### src/rtl/assert_macros.svh
// assertion helpers, clocked on clock and held off while reset is high
`ifndef ASSERT_MACROS_SVH
`define ASSERT_MACROS_SVH

// same-cycle implication
`define LPPS_ASSERT_NOW(lbl, ante, cons) \
   lbl: assert property (@(posedge clock) disable iff (reset) (ante) |-> (cons)) \
      else $error("lpps assertion failed");

// next-cycle implication
`define LPPS_ASSERT_NEXT(lbl, ante, cons) \
   lbl: assert property (@(posedge clock) disable iff (reset) (ante) |=> (cons)) \
      else $error("lpps assertion failed");

`endif

### src/rtl/lpps_pkg.sv
`timescale 1ns / 1ps

package lpps_pkg;

   // sizes of the string, the alphabet and the mask table
   localparam int MAX_LEN   = 1024;
   localparam int ALPHABET  = 26;
   localparam int LETTER_W  = 5;
   localparam int MASK_W    = ALPHABET;
   localparam int POS_W     = $clog2(MAX_LEN + 1);
   localparam int TBL_DEPTH = MAX_LEN + 1;
   localparam int IDX_W     = $clog2(TBL_DEPTH);
   localparam int CNT_W     = $clog2(TBL_DEPTH + 1);

   // one table entry: a parity mask and the first prefix position it was seen
   typedef struct packed {
      logic [MASK_W-1:0] mask;
      logic [POS_W-1:0]  pos;
   } entry_type;

   // write port of the table
   typedef struct packed {
      logic             en;
      logic [IDX_W-1:0] addr;
      entry_type        data;
   } tbl_wr_type;

   // result of one entry compare
   typedef struct packed {
      logic             equal;
      logic             better;
      logic [POS_W-1:0] len;
   } cmp_res_type;

endpackage

### src/rtl/lpps_cmp.sv
`timescale 1ns / 1ps

module lpps_cmp (
   input  lpps_pkg::entry_type            entry,
   input  logic [lpps_pkg::MASK_W-1:0]    cur_mask,
   input  logic [lpps_pkg::POS_W-1:0]     cur_pos,
   input  logic [lpps_pkg::POS_W-1:0]     best,
   output lpps_pkg::cmp_res_type          res
);
   import lpps_pkg::*;

   logic [MASK_W-1:0] diff;
   logic              one_bit;

   // masks within one bit of each other: diff has at most one bit set
   assign diff    = entry.mask ^ cur_mask;
   assign one_bit = ((diff & (diff - MASK_W'(1))) == '0);

   // substring length from the first sighting, stored positions never pass cur_pos
   always_comb begin
      res.equal  = (diff == '0);
      res.len    = cur_pos - entry.pos;
      res.better = one_bit && (res.len > best);
   end

endmodule

### config.mk
export PLATFORM = sky130hd
export DESIGN_NAME = lpps_cmp
export DESIGN_NICKNAME = d
export VERILOG_FILES = /design/src/rtl/assert_macros.svh /design/src/rtl/lpps_pkg.sv /design/src/rtl/lpps_cmp.sv
export SDC_FILE = /design/constraint.sdc
export NUM_CORES = 1
export LEC_CHECK = 0
export ABC_AREA = 1
export BUFFER_PORTS_ARGS = -buffer_cell sky130_fd_sc_hd__buf_2
export CAP_MARGIN = 15
export CORE_MARGIN = 2
export CORE_UTILIZATION = 27
export DETAILED_ROUTE_END_ITERATION = 8
export PLACE_DENSITY = 0.59
export SYNTH_ARGS = -nofsm -noshare
export SYNTH_HDL_FRONTEND = slang
export SYNTH_SLANG_ARGS = --single-unit
### constraint.sdc
create_clock -name vclk -period 5
set_input_delay 0.5 -clock vclk [all_inputs]
set_output_delay 0.5 -clock vclk [all_outputs]
set_load 0.1 [all_outputs]
---- Word-level counts from Yosys, hierarchy flattened ----
Index checks and enable logic that the tools add are counted.
word-level totals
  register bits ........................... 0
  output and inout bits ................... 13
cells by class
  add/subtract/negate cells ............... 2
  order comparisons ....................... 1
  bitwise operators ....................... 2
  reduce and logical (&&, ||, !) cells .... 3
operators with widths
  kind                                                 count
  zero test 26 bit                                     2
  AND 26 bit                                           1
  subtractor 26 x 1 -> 26 bit (second input constant)  1
  bitwise XOR 26 bit                                   1
  greater-than comparator 11 bit                       1
  subtractor 11 bit                                    1
  logical AND 1 bit                                    1

---- Depth between registers and ports, before layout ----
Gate-level depths: netlist (run 1).
  word-level depth ........................ 5
  gate-level depth with buffers ........... 23

---- Worst setup path after synthesis (run 1) ----
No wires, ideal clock.
  path type ............................... input -> output
  from .................................... in cur_pos[0] in the netlist's numbering
  to ...................................... out res[11] in the netlist's numbering
  data arrival time ....................... 4.976 ns
  slack ................................... -0.476 ns
  cell stages on the path ................. 18
  path through ............................ inv_1 -> ha_1 -> fa_1 -> o21ai_1 -> a21oi_1 -> xnor2_1 -> ha_1 -> nand2_1 -> nor2_1 -> nand3_1 -> nand4_1 -> nor2_1 -> nand2_1 -> nor2_1 -> nand2_1 -> nor2_1 -> nand2_1 -> nor2_2
RTL lines
  element             RTL line       source
  start: declaration  lpps_cmp.sv:6  input logic [lpps_pkg::POS_W-1:0] cur_pos,
  end: declaration    lpps_cmp.sv:8  output lpps_pkg::cmp_res_type res

==> reports/qor.yml, run 1 <==
synthAdderAreaFrac_pct: 13.4
drtPass1Iterations: 4
synth_top_family_by_area: "simple AND/OR/NAND/NOR gates"
fin_cells: 659
port_buffers: 98
yosysWarnings: 0
n_antenna_cell: 0
setup_violations: 0
design.core.area_mm2: 0.00765
cts_resized: 0
drive_gt1_share_pct: 22.1
ir_drop_uv: 142
holdWs_ns: 1.57
drc: 0
p_total_w: 0.000401
synth.largest_area_cell: "nand2_1"
maxSlewViolCount: 0
dp_cells: 659
start_kind: "input port"
worstPathArrival_ns: 3.83
yosysSeqAreaShare_pct: 0
initial_core_util_pct: 27.6
gp_congestion: 0.822
via_count: 2827
antenna_found_initial: 0
synthCells: 459
hold_buffers: 0
nClkBuffers: 0
grt-ovfl-total: 0
synthTopCellsByCount: "235 x nand2_1, 86 x inv_1, 43 x nor2_1"
dpl.hpwl_um: 5650
synth_top_cell_area_share_pct: 41.9
power.leakage_nw: 1.86
grt_start_max_net_pins: 5
finalHoldViolations: 0
wl_per_cell_um: 9.10
outcome: "finished, final reports clean"
synth_area_leaders: "nand2_1 42%, inv_1 15%, ha_1 12%"
grt_pass1_wl_um: 10600
synth_xor_xnor_area_share_pct: 4.16
area_growth_pct: 31.4
synth_most_common_cell: "nand2_1"
cp_max_fo: 3
track_usage_pct: 14.4
seq_cell_count: 0
cp.required_ns: 4.50
hold_path_class: "input port to output port"
setup_tns_ns: 0
io-pin-count: 98
synthMuxAreaShare_pct: 0
drv_cap: 0
timing_worst_setup_path_type: "input port to output port"
synthSimpleGateAreaFrac_pct: 59.6
chipHeight_um: 92.3
post-cts-setup-buffers: 0
grt_pass1_vias: 2697
synth.distinct_cells: 23
worstMarginPinSlew_ns: 0.501
drtAntennaViolNets: 0
seq_area_um2: 0
fp.dieW_um: 92.3
period_share_pct: 86.7
rsz0062_at_grt: "no"
syn_avg_cell_area_um2: 4.59
nets: 666
synth_compound_area_share_pct: 6.95
relSlewSlack_pct: 66.8
powerDensity_mw_per_mm2: 145
drtIter0Drc: 63
fin_crit_ns: 4.33
rows: 32
postSynthNetCount: 566
wl_um: 6000
die_area_mm2: 0.00853
end_kind: "output port"
via_per_inst: 4.29
synth_area_mm2: 0.00211
max_freq_mhz: 231
-- worst max-delay path: stages --
cell,delay (ns)
buf_2,0.10
ha_1,0.21
fa_1,0.43
o21ai_1,0.31
a21oi_1,0.18
o21ai_1,0.22
nand2_1,0.07
nand2_1,0.08
a21oi_1,0.07
nand2_1,0.06
nand2_1,0.06
ha_1,0.29
nand2_1,0.10
nor2_1,0.07
nand3_1,0.07
nand4_1,0.08
nor2_1,0.09
nand2_1,0.05
nor2_1,0.07
nand2_1,0.05
nor2_1,0.08
nand2_1,0.09
nor2_4,0.07
buf_2,0.43
-- power breakdown --
part           switching [W]  total, W  internal [W]
combinational       0.000287  0.000401      0.000115
sequential                 0         0             0
clock                      0         0             0
-- final timing paths --
check / endpoint / startpoint / depth (start not counted) / slack [ns]
max: res[11] / entry[0] / 24 / 0.67
min: res[0] / entry[0] / 4 / 1.57
-- cells in the final DEF, fill, tap and decap left out, types with 2 or more instances in the layout --
master,netlist,routed
inv_2,3,3
ha_1,21,21
xnor2_1,5,2
buf_2,0,98
xnor2_2,0,3
nand3_1,11,11
o21ai_1,4,4
o21ai_0,7,7
xor2_1,5,3
xor2_2,0,2
inv_1,86,86
nor2_1,43,43
nand2_2,6,6
nor2_4,3,4
a21oi_1,12,12
nand2_1,235,235
a21o_1,3,3
nor2_2,7,6
-- final cells by class --
| cell class | instances | area (µm²) |
|---|---|---|
| Tap cell | 102 | 128 |
| Inverter | 89 | 334 |
| Timing Repair Buffer | 98 | 490 |
| Fill cell | 903 | 4880 |
| Multi-Input combinational cell | 370 | 1820 |
-- metal layers --
layer | track usage, % | vias to the layer above | part of all wire [%]
met3 | 3.17 | 4 | 8.1
met4 | 1.12 | 0 | 0.85
met5 | 0 | - | 0
met1 | 17.5 | 1190 | 44
li1 | - | 1559 | -
met2 | 26.9 | 74 | 47
-- logic make-up after synthesis --
kind of cell             count (synthesis)
AO/OA/AOI/OAI                           27
AND/OR/NAND/NOR                        311
adder cells (fa/ha/maj)                 22
XOR/XNOR                                10
buffers and inverters                   89
-- metrics by stage --
step                      area [µm²]  worst slack, ns  util [%]
after floorplan                 2150            0.264         -
after global placement          2770            0.713      36.2
after detailed placement        2770            0.635      36.2
after CTS                       2770            0.630      36.2
after global routing            2770            0.241      36.2
final                           2770            0.667      36.2
Note: power is estimated with default switching activity, not from simulation.
==> run 2: changes to the inputs <==
--- a/config.mk
+++ b/config.mk
@@ -8,10 +8,12 @@
 export ABC_AREA = 1
 export BUFFER_PORTS_ARGS = -buffer_cell sky130_fd_sc_hd__buf_2
 export CAP_MARGIN = 15
+export CELL_PAD_IN_SITES_DETAIL_PLACEMENT = 0
+export CELL_PAD_IN_SITES_GLOBAL_PLACEMENT = 2
 export CORE_MARGIN = 2
-export CORE_UTILIZATION = 27
+export CORE_UTILIZATION = 23
 export DETAILED_ROUTE_END_ITERATION = 8
-export PLACE_DENSITY = 0.59
+export PLACE_DENSITY = 0.95
 export SYNTH_ARGS = -nofsm -noshare
 export SYNTH_HDL_FRONTEND = slang
 export SYNTH_SLANG_ARGS = --single-unit
==> reports/qor.yml, run 2 (same netlist as run 1, synthesis figures left out) <==
drtIter0Drc: 62
via_per_inst: 4.20
seq_cell_count: 0
fin_ws_ns: 0.659
start_kind: "input port"
pwr-share-comb_pct: 100.0
port_buffers: 98
rows: 34
wl_um: 6320
chipHeight_um: 99.7
grt-ovfl-total: 0
via_count: 2792
n_antenna_cell: 0
area_growth_pct: 31.7
drc: 0
outcome: "finished, final reports clean"
track_usage_pct: 12.6
end_kind: "output port"
rsz0062_at_grt: "no"
nets: 666
final_common_cell: "nand2_1"
antenna_found_initial: 2
layout_common_cells: "235 x nand2_1, 98 x buf_2, 86 x inv_1"
initial_core_util_pct: 23.9
cp_max_fo: 3
fp.dieW_um: 99.7
io-pin-count: 98
nClkBuffers: 0
finalHoldViolations: 0
hold_buffers: 0
drv_cap: 0
p_clk_share_pct: 0
setup_violations: 0
timing_worst_setup_path_type: "input port to output port"
relSlewSlack_pct: 67.3
design.core.area_mm2: 0.00881
cp.required_ns: 4.50
worstMarginPinSlew_ns: 0.494
ir_drop_uv: 166
switching_share_pct: 71.5
fin_crit_ns: 4.34
drtPass1Iterations: 4
setup_tns_ns: 0
multiInputGateArea_mm2: 0.00182
powerDensity_mw_per_mm2: 145
post-cts-setup-buffers: 0
p_seq_share_pct: 0
dpl.hpwl_um: 5910
max_freq_mhz: 230
power.leakage_nw: 1.86
cts_resized: 0
drive_gt1_share_pct: 22.1
die_area_mm2: 0.00994
drtAntennaViolNets: 0
period_share_pct: 86.8
hold_path_class: "input port to output port"
worstPathArrival_ns: 3.84
pre_cts_ws_ns: 0.636
grt_start_max_net_pins: 5
n_fill_cell: 1032
p_sw_w: 0.000288
gp_congestion: 0.920
grt_pass1_wl_um: 10900
internal-power_w: 0.000115
seq_area_um2: 0
maxSlewViolCount: 0
grt_pass1_vias: 2733
wl_per_cell_um: 9.51
## run 2: cell counts in the layout (fill, tap and decap cells not counted)
Identical to the previous run, type by type.
## run 2: layout make-up
class / count / share of cell area (%)
Inverter: 89 / 12.0
Multi-Input combinational cell: 370 / 65.4
Tap cell: 108 / 4.87
Timing Repair Buffer: 98 / 17.7
## run 2: stage by stage
stage          area [µm²]  hold slack (ns)  utilization [%]  total power (W)  instances
4_1_cts              2780             1.57             31.5         0.000406        665
2_1_floorplan        2150             1.47                -         0.000307        459
3_3_place_gp         2780             1.56             31.5         0.000400        665
5_1_grt              2780             1.58             31.5         0.000448        665
6_report             2780             1.56             31.5         0.000403        665
3_5_place_dp         2780             1.56             31.5         0.000405        665
## run 2: final timing paths
check / slack [ns] / startpoint / depth (start not counted) / endpoint
max: 0.66 / entry[0] / 24 / res[11]
min: 1.56 / entry[0] / 4 / res[0]
## run 2: per-layer routing
metal  up-vias  share of wire, %  track usage (%)
met5         -              0.35                0
met4         4              0.85            0.948
met3         8               7.6             3.09
met2        65                47             24.2
met1      1156                44             14.6
li1       1559                 -                -
## run 2: power groups by stage
stage          logic (W)  clock network [W]  registers [W]
5_1_grt         0.000448                  0              0
6_report        0.000403                  0              0
4_1_cts         0.000406                  0              0
3_5_place_dp    0.000405                  0              0
3_3_place_gp    0.000400                  0              0
2_1_floorplan   0.000307                  0              0
## run 2: critical path: stages
cell	delay, ns
buf_2	0.10
ha_1	0.21
fa_1	0.43
o21ai_1	0.31
a21oi_1	0.18
o21ai_1	0.22
nand2_1	0.07
nand2_1	0.08
a21oi_1	0.06
nand2_1	0.06
nand2_1	0.06
ha_1	0.28
nand2_1	0.10
nor2_1	0.07
nand3_1	0.07
nand4_1	0.08
nor2_1	0.09
nand2_1	0.05
nor2_1	0.08
nand2_1	0.05
nor2_1	0.08
nand2_1	0.09
nor2_4	0.08
buf_2	0.43
